## config.mk

```make
export PLATFORM = sky130hd
export DESIGN_NAME = lru_key_value_cache_top_flat
export DESIGN_NICKNAME = d
export VERILOG_FILES = /design/src/sv/lkvc_pkg.sv /design/src/sv/lkvc_if.sv /design/src/sv/lkvc_cell.sv /design/src/sv/lru_key_value_cache_top.sv /design/src/flat_wrapper.sv
export SDC_FILE = /design/constraint.sdc
export NUM_CORES = 2
export LEC_CHECK = 0
export BUFFER_PORTS_ARGS = -buffer_cell sky130_fd_sc_hd__buf_2
export CORE_ASPECT_RATIO = 0.6
export CORE_UTILIZATION = 45
export DETAILED_ROUTE_END_ITERATION = 7
export HOLD_SLACK_MARGIN = 0.02
export PLACE_DENSITY_LB_ADDON = 0.15
export SYNTH_ARGS = -nofsm -noshare
export SYNTH_HDL_FRONTEND = slang
export SYNTH_SLANG_ARGS = --single-unit
```

## constraint.sdc

```tcl
create_clock -name i_clk -period 13.3 [get_ports i_clk]
set_input_delay 1.995 -clock i_clk [delete_from_list [all_inputs] [get_ports i_clk]]
set_output_delay 1.995 -clock i_clk [all_outputs]
set_load 0.05 [all_outputs]
```

## src/sv/lkvc_pkg.sv

```systemverilog
// ----------------------------------------------------------------------------
// lkvc_pkg - shared types and constants of the LRU key/value cache
//
// Field widths, request codes, reset values and the structs that travel
// along and into the row of storage cells.
// ----------------------------------------------------------------------------
package lkvc_pkg;

    localparam int unsigned KEY_W           = 32;
    localparam int unsigned VAL_W           = 32;
    localparam int unsigned CAP_W           = 5;
    localparam int unsigned MAX_ENTRIES_DEF = 16;

    localparam logic [CAP_W-1:0] CAP_RESET  = CAP_W'(16);
    localparam logic [VAL_W-1:0] MISS_VALUE = '1;

    // Request codes
    localparam logic REQ_GET = 1'b0;
    localparam logic REQ_PUT = 1'b1;

    // Bits for an index or rank over n entries, at least one
    function automatic int unsigned f_bits(input int unsigned n);
        return (n > 1) ? $clog2(n) : 1;
    endfunction

    // Lookup token handed from cell to cell
    typedef struct packed {
        logic                    hit;
        logic                    free;
        logic signed [VAL_W-1:0] value;
    } t_scan;

    // Update command broadcast to all cells
    typedef struct packed {
        logic en;
        logic hit;
        logic put;
        logic full_replace;
        logic do_evict;
        logic do_insert;
    } t_upd;

endpackage

```

## src/sv/lkvc_if.sv

```systemverilog
// ----------------------------------------------------------------------------
// lkvc_if - request and result channels of the LRU key/value cache
//
// Valid/ready channels; a transfer happens when valid and ready are high
// at a rising clock edge.
// ----------------------------------------------------------------------------
interface lkvc_req_if;
    logic                                   valid;
    logic                                   ready;
    logic                                   req_type;
    logic signed [lkvc_pkg::KEY_W-1:0]      req_key;
    logic signed [lkvc_pkg::VAL_W-1:0]      req_value;

    modport source (output valid, output req_type, output req_key, output req_value,
                    input ready);
    modport sink   (input valid, input req_type, input req_key, input req_value,
                    output ready);
endinterface

interface lkvc_res_if;
    logic                                   valid;
    logic                                   ready;
    logic                                   found;
    logic signed [lkvc_pkg::VAL_W-1:0]      read_value;

    modport source (output valid, output found, output read_value, input ready);
    modport sink   (input valid, input found, input read_value, output ready);
endinterface

```

## src/sv/lkvc_cell.sv

```systemverilog
// ----------------------------------------------------------------------------
// lkvc_cell - one storage cell of the LRU key/value cache
//
// Holds one entry (valid, key, value, recency rank). Every cycle it merges
// its own lookup result into the token from its left neighbor and hands the
// token on; on an update command it applies its share of the LRU update.
// ----------------------------------------------------------------------------
module lkvc_cell #(
    parameter int unsigned IDX = 0,
    parameter int unsigned RW  = 4
) (
    input  logic                              i_clk,
    input  logic                              i_rst_n,
    input  logic signed [lkvc_pkg::KEY_W-1:0] i_key,
    input  logic signed [lkvc_pkg::VAL_W-1:0] i_value,
    input  lkvc_pkg::t_scan                   i_tok,
    input  logic [RW-1:0]                     i_tok_rank,
    input  logic [RW-1:0]                     i_tok_idx,
    output lkvc_pkg::t_scan                   o_tok,
    output logic [RW-1:0]                     o_tok_rank,
    output logic [RW-1:0]                     o_tok_idx,
    input  lkvc_pkg::t_upd                    i_upd,
    input  logic [RW-1:0]                     i_hit_rank,
    input  logic [RW-1:0]                     i_victim_rank,
    input  logic [RW-1:0]                     i_free_idx
);
    import lkvc_pkg::*;

    logic                    r_valid;
    logic signed [KEY_W-1:0] r_key;
    logic signed [VAL_W-1:0] r_value;
    logic [RW-1:0]           r_rank;
    t_scan                   r_tok;
    logic [RW-1:0]           r_tok_rank;
    logic [RW-1:0]           r_tok_idx;

    logic w_match;
    logic w_victim;
    logic w_free_sel;

    assign w_match    = r_valid && (r_key == i_key);
    assign w_victim   = r_valid && (r_rank == i_victim_rank);
    assign w_free_sel = !r_valid && (i_free_idx == RW'(IDX));

    // Merge own lookup into the passing token; the first hit and first free win
    always_ff @(posedge i_clk) begin
        if (!i_rst_n) begin
            r_tok      <= '0;
            r_tok_rank <= '0;
            r_tok_idx  <= '0;
        end else begin
            r_tok.hit  <= i_tok.hit || w_match;
            r_tok.free <= i_tok.free || !r_valid;
            if (i_tok.hit) begin
                r_tok.value <= i_tok.value;
                r_tok_rank  <= i_tok_rank;
            end else begin
                r_tok.value <= r_value;
                r_tok_rank  <= r_rank;
            end
            if (i_tok.free) begin
                r_tok_idx <= i_tok_idx;
            end else begin
                r_tok_idx <= RW'(IDX);
            end
        end
    end

    assign o_tok      = r_tok;
    assign o_tok_rank = r_tok_rank;
    assign o_tok_idx  = r_tok_idx;

    // Apply the update command: touch, replace, evict, insert or age
    always_ff @(posedge i_clk) begin
        if (!i_rst_n) begin
            r_valid <= 1'b0;
            r_rank  <= '0;
        end else if (i_upd.en) begin
            if (i_upd.hit) begin
                if (w_match) begin
                    r_rank <= '0;
                    if (i_upd.put) begin
                        r_value <= i_value;
                    end
                end else if (r_valid && (r_rank < i_hit_rank)) begin
                    r_rank <= r_rank + RW'(1);
                end
            end else if (i_upd.put) begin
                if (i_upd.full_replace && w_victim) begin
                    r_key   <= i_key;
                    r_value <= i_value;
                    r_rank  <= '0;
                end else if (i_upd.do_evict && w_victim) begin
                    r_valid <= 1'b0;
                    r_rank  <= '0;
                end else if (i_upd.do_insert && !i_upd.full_replace && w_free_sel) begin
                    r_valid <= 1'b1;
                    r_key   <= i_key;
                    r_value <= i_value;
                    r_rank  <= '0;
                end else if (r_valid) begin
                    r_rank <= r_rank + RW'(1);
                end
            end
        end
    end

endmodule

```

## src/sv/lru_key_value_cache_top.sv

```systemverilog
// ----------------------------------------------------------------------------
// lru_key_value_cache_top - fully associative key/value cache, LRU eviction
//
// Channel   Dir  Handshake       Payload
// i_req     in   valid/ready     req_type, req_key, req_value
// o_res     out  valid/ready     found, read_value (gets only)
// i_cfg_*   in   write enable    capacity_in_use (5 bits)
//
// For each request the lookup token walks the cell row one cell per cycle,
// then the update is broadcast to all cells.
// A get result appears in the cycle after the update and waits in an output
// register while the next request is accepted; a get stalls in its update
// cycle only while the previous result is still unread.
// Reset is synchronous, active low, and empties the cache at once.
// ----------------------------------------------------------------------------
module lru_key_value_cache_top #(
    parameter int unsigned MAX_ENTRIES = lkvc_pkg::MAX_ENTRIES_DEF
) (
    input  logic                              i_clk,
    input  logic                              i_rst_n,
    lkvc_req_if.sink                          i_req,
    lkvc_res_if.source                        o_res,
    input  logic                              i_cfg_we,
    input  logic [lkvc_pkg::CAP_W-1:0]        i_cfg_data
);
    import lkvc_pkg::*;

    localparam int unsigned RW = f_bits(MAX_ENTRIES);
    localparam int unsigned OW = $clog2(MAX_ENTRIES + 1);
    localparam int unsigned CW = (OW > CAP_W) ? OW : CAP_W;

    typedef enum logic [1:0] {ST_IDLE, ST_SCAN, ST_UPD} t_state;

    t_state                  r_state;
    logic [RW-1:0]           r_cnt;
    logic [OW-1:0]           r_occ;
    logic [OW-1:0]           n_occ;
    logic [CAP_W-1:0]        r_cap;
    logic                    r_type;
    logic signed [KEY_W-1:0] r_key;
    logic signed [VAL_W-1:0] r_value;
    logic                    r_out_valid;
    logic                    r_out_found;
    logic signed [VAL_W-1:0] r_out_value;

    t_scan                   w_tok      [MAX_ENTRIES+1];
    logic [RW-1:0]           w_tok_rank [MAX_ENTRIES+1];
    logic [RW-1:0]           w_tok_idx  [MAX_ENTRIES+1];

    t_scan                   w_tail;
    t_upd                    w_upd;
    logic                    w_fire;
    logic                    w_full;
    logic                    w_evict;
    logic [CW-1:0]           w_eff_cap;
    logic [OW-1:0]           w_occ_m1;

    // Start every token empty at the head of the row
    assign w_tok[0]      = '0;
    assign w_tok_rank[0] = '0;
    assign w_tok_idx[0]  = '0;
    assign w_tail        = w_tok[MAX_ENTRIES];

    // Decide the update from the token that left the last cell
    assign w_full    = (r_occ == OW'(MAX_ENTRIES));
    assign w_eff_cap = (CW'(r_cap) > CW'(MAX_ENTRIES)) ? CW'(MAX_ENTRIES) : CW'(r_cap);
    assign w_evict   = w_full || (CW'(r_occ) >= w_eff_cap);
    assign w_occ_m1  = r_occ - OW'(1);
    assign w_fire    = (r_state == ST_UPD) &&
                       ((r_type == REQ_PUT) || !r_out_valid || o_res.ready);

    always_comb begin
        w_upd.en           = w_fire;
        w_upd.hit          = w_tail.hit;
        w_upd.put          = (r_type == REQ_PUT);
        w_upd.full_replace = w_full;
        w_upd.do_evict     = w_evict && !w_full && (r_occ != '0);
        w_upd.do_insert    = !w_full && !(w_evict && (r_occ == '0));
    end

    // Occupancy grows only on an insert that needs no eviction
    always_comb begin
        n_occ = r_occ;
        if (w_fire && (r_type == REQ_PUT) && !w_tail.hit && !w_evict) begin
            n_occ = r_occ + OW'(1);
        end
    end

    // Row of storage cells
    for (genvar g = 0; g < MAX_ENTRIES; g++) begin : g_cell
        lkvc_cell #(
            .IDX (g),
            .RW  (RW)
        ) u_cell (
            .i_clk         (i_clk),
            .i_rst_n       (i_rst_n),
            .i_key         (r_key),
            .i_value       (r_value),
            .i_tok         (w_tok[g]),
            .i_tok_rank    (w_tok_rank[g]),
            .i_tok_idx     (w_tok_idx[g]),
            .o_tok         (w_tok[g+1]),
            .o_tok_rank    (w_tok_rank[g+1]),
            .o_tok_idx     (w_tok_idx[g+1]),
            .i_upd         (w_upd),
            .i_hit_rank    (w_tok_rank[MAX_ENTRIES]),
            .i_victim_rank (w_occ_m1[RW-1:0]),
            .i_free_idx    (w_tok_idx[MAX_ENTRIES])
        );
    end

    // Sequence the request, hold capacity, occupancy and the result register
    always_ff @(posedge i_clk) begin
        if (!i_rst_n) begin
            r_state     <= ST_IDLE;
            r_cnt       <= '0;
            r_occ       <= '0;
            r_cap       <= CAP_RESET;
            r_out_valid <= 1'b0;
        end else begin
            if (i_cfg_we) begin
                r_cap <= i_cfg_data;
            end
            r_occ <= n_occ;
            if (o_res.valid && o_res.ready && !(w_fire && (r_type == REQ_GET))) begin
                r_out_valid <= 1'b0;
            end
            case (r_state)
                ST_IDLE: begin
                    if (i_req.valid) begin
                        r_type  <= i_req.req_type;
                        r_key   <= i_req.req_key;
                        r_value <= i_req.req_value;
                        r_cnt   <= '0;
                        r_state <= ST_SCAN;
                    end
                end
                ST_SCAN: begin
                    if (r_cnt == RW'(MAX_ENTRIES - 1)) begin
                        r_state <= ST_UPD;
                    end else begin
                        r_cnt <= r_cnt + RW'(1);
                    end
                end
                ST_UPD: begin
                    if (w_fire) begin
                        if (r_type == REQ_GET) begin
                            r_out_valid <= 1'b1;
                            r_out_found <= w_tail.hit;
                            r_out_value <= w_tail.hit ? w_tail.value : MISS_VALUE;
                        end
                        r_state <= ST_IDLE;
                    end
                end
                default: begin
                    r_state <= ST_IDLE;
                end
            endcase
        end
    end

    assign i_req.ready      = (r_state == ST_IDLE);
    assign o_res.valid      = r_out_valid;
    assign o_res.found      = r_out_found;
    assign o_res.read_value = r_out_value;

`ifndef SYNTHESIS
    a_occ_bound: assert property (@(posedge i_clk) disable iff (!i_rst_n)
        r_occ <= OW'(MAX_ENTRIES))
        else $error("occupancy above table size");

    a_insert_grows: assert property (@(posedge i_clk) disable iff (!i_rst_n)
        (w_fire && (r_type == REQ_PUT) && !w_tail.hit && !w_evict)
        |=> (r_occ == $past(r_occ) + OW'(1)))
        else $error("insert without eviction did not grow occupancy");

    a_hit_keeps_occ: assert property (@(posedge i_clk) disable iff (!i_rst_n)
        (w_fire && w_tail.hit) |=> (r_occ == $past(r_occ)))
        else $error("hit changed occupancy");

    a_get_result: assert property (@(posedge i_clk) disable iff (!i_rst_n)
        (w_fire && (r_type == REQ_GET)) |=> r_out_valid)
        else $error("get finished without a result");
`endif

endmodule
```

## src/flat_wrapper.sv

```systemverilog
// flat-port wrapper written by rule: the top's interface ports become plain ports
module lru_key_value_cache_top_flat import lkvc_pkg::*;
#(
    parameter int unsigned MAX_ENTRIES = lkvc_pkg::MAX_ENTRIES_DEF
)
  (i_clk, i_rst_n, i_cfg_we, i_cfg_data, i_req_valid, i_req_req_type, i_req_req_key, i_req_req_value, i_req_ready, o_res_valid, o_res_found, o_res_read_value, o_res_ready);
  lkvc_req_if i_req_i ();
  lkvc_res_if o_res_i ();
  input  logic i_clk;
  input  logic i_rst_n;
  input  logic i_cfg_we;
  input  logic [lkvc_pkg::CAP_W-1:0] i_cfg_data;
  input wire logic [$bits(i_req_i.valid)-1:0] i_req_valid;
  input wire logic [$bits(i_req_i.req_type)-1:0] i_req_req_type;
  input wire logic [$bits(i_req_i.req_key)-1:0] i_req_req_key;
  input wire logic [$bits(i_req_i.req_value)-1:0] i_req_req_value;
  output wire logic [$bits(i_req_i.ready)-1:0] i_req_ready;
  output wire logic [$bits(o_res_i.valid)-1:0] o_res_valid;
  output wire logic [$bits(o_res_i.found)-1:0] o_res_found;
  output wire logic [$bits(o_res_i.read_value)-1:0] o_res_read_value;
  input wire logic [$bits(o_res_i.ready)-1:0] o_res_ready;
  assign i_req_i.valid = i_req_valid;
  assign i_req_i.req_type = i_req_req_type;
  assign i_req_i.req_key = i_req_req_key;
  assign i_req_i.req_value = i_req_req_value;
  assign i_req_ready = i_req_i.ready;
  assign o_res_valid = o_res_i.valid;
  assign o_res_found = o_res_i.found;
  assign o_res_read_value = o_res_i.read_value;
  assign o_res_i.ready = o_res_ready;
  lru_key_value_cache_top #(.MAX_ENTRIES(MAX_ENTRIES)) u_core (.i_clk(i_clk), .i_rst_n(i_rst_n), .i_req(i_req_i), .o_res(o_res_i), .i_cfg_we(i_cfg_we), .i_cfg_data(i_cfg_data));
endmodule
```

==> reports/qor.csv <==
stage;metric;value;unit
status;status;finished, final reports clean;
setup_path;Worst EP arrival;5730;ps
cells_and_area;nets;5280;
route;antenna viol nets, final;0;
sta;setup TNS;0;ps
route;# DRC;0;
clock_network;Hold Buf Count CTS;0;
global_routing;global-route usage over all layers;20.8;%
worst_hold_path;HP Class;reg2reg;
synthesis;syn avg cell area;14.1;sq um
route;drt total wl;165000;microns
floorplan;die area;158000;sq um
pwr;total power;0.0115;W
clock_network;clk_lat worst skew;800;ps
setup_path;critical path required time;13980;ps
sta;worst slew pin tran;1210;ps
pwr;Psw;0.00246;W
flow_run;Max Cap Viol;0;
global_routing;vias in the first global route;36000;
clock_network;Post-CTS Setup Bufs;0;
sta;Tcrit/Tclk final;38.0;%
clock_network;root buf cell;clkbuf_16;
floorplan;Ports;110;
global_routing;first-pass GRT wire length;244000;microns
clock_network;H-Tree Depth;4;
global_routing;gr ovfl total;0;
cells_and_area;share of layout cells above drive strength 1;10.6;%
placed_design;Final GP Congestion;0.961;
setup_path;Buf/Inv on CP;5;
pwr;internal power;0.00904;W
clock_network;Worst-path clk slew;60;ps
pwr;switching share of total power;21.4;%
route;Vias/cell;5.22;
sta;Slew HR;18.6;%
setup_path;WS Path Type;in2reg;
cells_and_area;most common cell after layout, fill and taps aside;edfxtp_1;
synthesis;synthesized cell area;70200;sq um
sta;f_max;198;MHz
setup_path;worst-path cell chain;buf_4 > inv_8 > buf_4 > buf_12 > buf_4 > or3_1 > o32ai_1 > a41o_1;
pwr;Comb pwr share;2.9;%
sta;clk_skew;27.8;ps
sta;minimum clock period;5050;ps
setup_path;CP peak stage delay;860;ps
cells_and_area;area grow syn2layout;12.4;%
global_routing;initial antenna violation count;2;
synthesis;ys async rst share;0;%
sta;unrepaired setup endpoints after global routing;false;
synthesis;Synth Instances;4987;
synthesis;Post-synth EDFFs;1122;
floorplan;# rows;111;
route;Vias;38200;
setup_path;CP dominant cell by count;buf_4;
setup_path;Crit. End Element;flip-flop;
clock_network;# clock sinks;1875;
clock_network;Resized cells post-CTS;0;
setup_path;crit-path leading delay family;buffers and inverters;
clock_network;CTS Buf Count;169;
route;initial detailed-routing violation count;3715;
pwr;Leak Pwr;26.6;nW
placed_design;HPWL Detailed;106000;microns
pwr;maximum VDD drop;123;uV
setup_path;Worst Path Max Fanout;220;
synthesis;Synth warnings;0;
synthesis;prevailing post-synth register cell;edfxtp_1;
synthesis;post-synthesis sequential area ratio;69.4;%
sta;Finish-stage setup viols;0;
setup_path;CP Launch Type;primary input;
route;WL per Instance;22.6;microns
synthesis;Synthesized Nets;5135;
global_routing;largest net degree at the start of global routing;221;
sta;final hold viol count;0;
placed_design;port bufs;109;
floorplan;Die Width;512;microns
cells_and_area;most frequent cells in the layout;edfxtp_1, dfxtp_1, nor2_1, mux2i_1, xor2_1;
pwr;Pwr Density;146;nW/um^2
sta;max-slew violations;0;
pwr;Sequential Power Share;54.6;%
pwr;Clk pwr share;42.5;%
synthesis;Seq cells post-synth;1875;
floorplan;core area;154000;sq um
route;TritonRoute pass-1 iters;6;
clock_network;maximum buffer depth of the clock tree;3;
clock_network;CTS tree;done;
floorplan;initial core utilization;45.7;%
floorplan;die span in y;308;microns
synthesis;Yosys cell types;87;
setup_path;Crit-path slowest cell;buf_4;
power groups by stage:
stage	Sequential [W]	Clock (W)	Combinational [W]
after floorplan	0.00637	0	0.000204
after global placement	0.00640	0	0.000330
after detailed placement	0.00641	0	0.000335
after CTS	0.00628	0.00499	0.000337
after global routing	0.00628	0.00521	0.000365
final	0.00628	0.00488	0.000338
state kept, by name, indices dropped and copies added (netlist names):
signal,count
u_core.r_state,2
u_core.g_cell.u_cell.o_tok_idx,49
u_core.r_cnt,4
u_core.g_cell.u_cell.r_valid,16
u_core.g_cell.u_cell.r_value,512
u_core.r_key,32
u_core.r_occ,5
u_core.g_cell.u_cell.o_tok,543
u_core.g_cell.u_cell.o_tok_rank,64
u_core.g_cell.u_cell.r_rank,64
u_core.o_res.valid,1
u_core.r_type,1
u_core.g_cell.u_cell.r_key,512
u_core.r_cap,5
u_core.o_res.found,1
u_core.o_res.read_value,32
u_core.r_value,32
path summary, 6_finish.rpt:
path	start	end	slack [ps]	cells after the start
setup / recovery	i_rst_n	u_core.g_cell[2].u_cell.r_rank[2]	8250	8
setup reg to reg	u_core.r_occ[3]	u_core.g_cell[4].u_cell.r_value[11]	8710	9
hold / removal	u_core.g_cell[10].u_cell.o_tok_idx[0]	u_core.g_cell[11].u_cell.o_tok_idx[0]	430	1
hold reg to reg	u_core.g_cell[10].u_cell.o_tok_idx[0]	u_core.g_cell[11].u_cell.o_tok_idx[0]	430	1
cells by family (layout without fill, tap and decap cells):
family          after synthesis  in the layout  synth area share, %
fa+ha+maj                    73             73                 1.30
other cells                   0              3                    0
simple gates               1205           1205                 8.03
xor+xnor                    591            591                 7.62
mux                         551            551                 7.86
compound gates              370            370                 3.81
flops                      1875           1875                 69.4
buf+inv                     322            609                 1.94
synth_stat cells, drive strengths merged, types with 33 or more instances:
library cell     n  share of area [%]
a21o            34               0.36
a21oi           80               0.57
and2            44               0.39
buf            132               0.92
clkbuf         125               0.67
dfxtp          753                 21
edfxtp        1122                 48
ha              73                1.3
inv             65               0.35
mux2i          546                7.8
nand2           58               0.31
nand2b          64               0.57
nand3           59               0.42
nand4           71               0.63
nor2           667                3.6
nor3            55               0.40
nor4            89               0.79
o21a            33               0.35
o21ai           43               0.31
xnor2          246                3.1
xor2           335                4.2
area by class of cell:
cell class / count / area [sq um]
well taps: 2034 / 2540
fillers: 13000 / 74800
inverters: 65 / 251
clock inverters: 76 / 817
diodes: 3 / 7.51
repair buffers: 231 / 1480
clock buffers: 237 / 4720
flip-flops and latches: 1875 / 48800
multi-input cells: 2790 / 20300
worst reg2reg max path, delay by kind of cell (launching register included):
family / cells / cell delay, ps
fa+ha+maj: 1 / 300
buf+inv: 2 / 670
flops: 1 / 810
compound gates: 4 / 1980
simple gates: 2 / 410
per-layer routing:
layer,up-vias,GRT usage (%),wire length [microns]
li1,18100,-,-
met1,18700,36.5,93400
met2,1149,25.0,58600
met3,184,3.92,10800
met4,4,4.67,2320
met5,-,0.213,65
per-stage QoR:
stage / util, % / setup WS [ps] / instance area (sq um) / std cells / hold WS (ps)
detailed placement: 47.7 / 7350 / 73400 / 6995 / 409
finish: 51.3 / 8250 / 78900 / 7311 / 431
CTS: 51.3 / 8210 / 78900 / 7308 / 430
global placement: 47.7 / 7390 / 73400 / 6995 / 413
global route: 51.3 / 7980 / 78900 / 7308 / 441
floorplan: - / 4510 / 70200 / 4987 / 386
(Power assumes the default switching activity.)
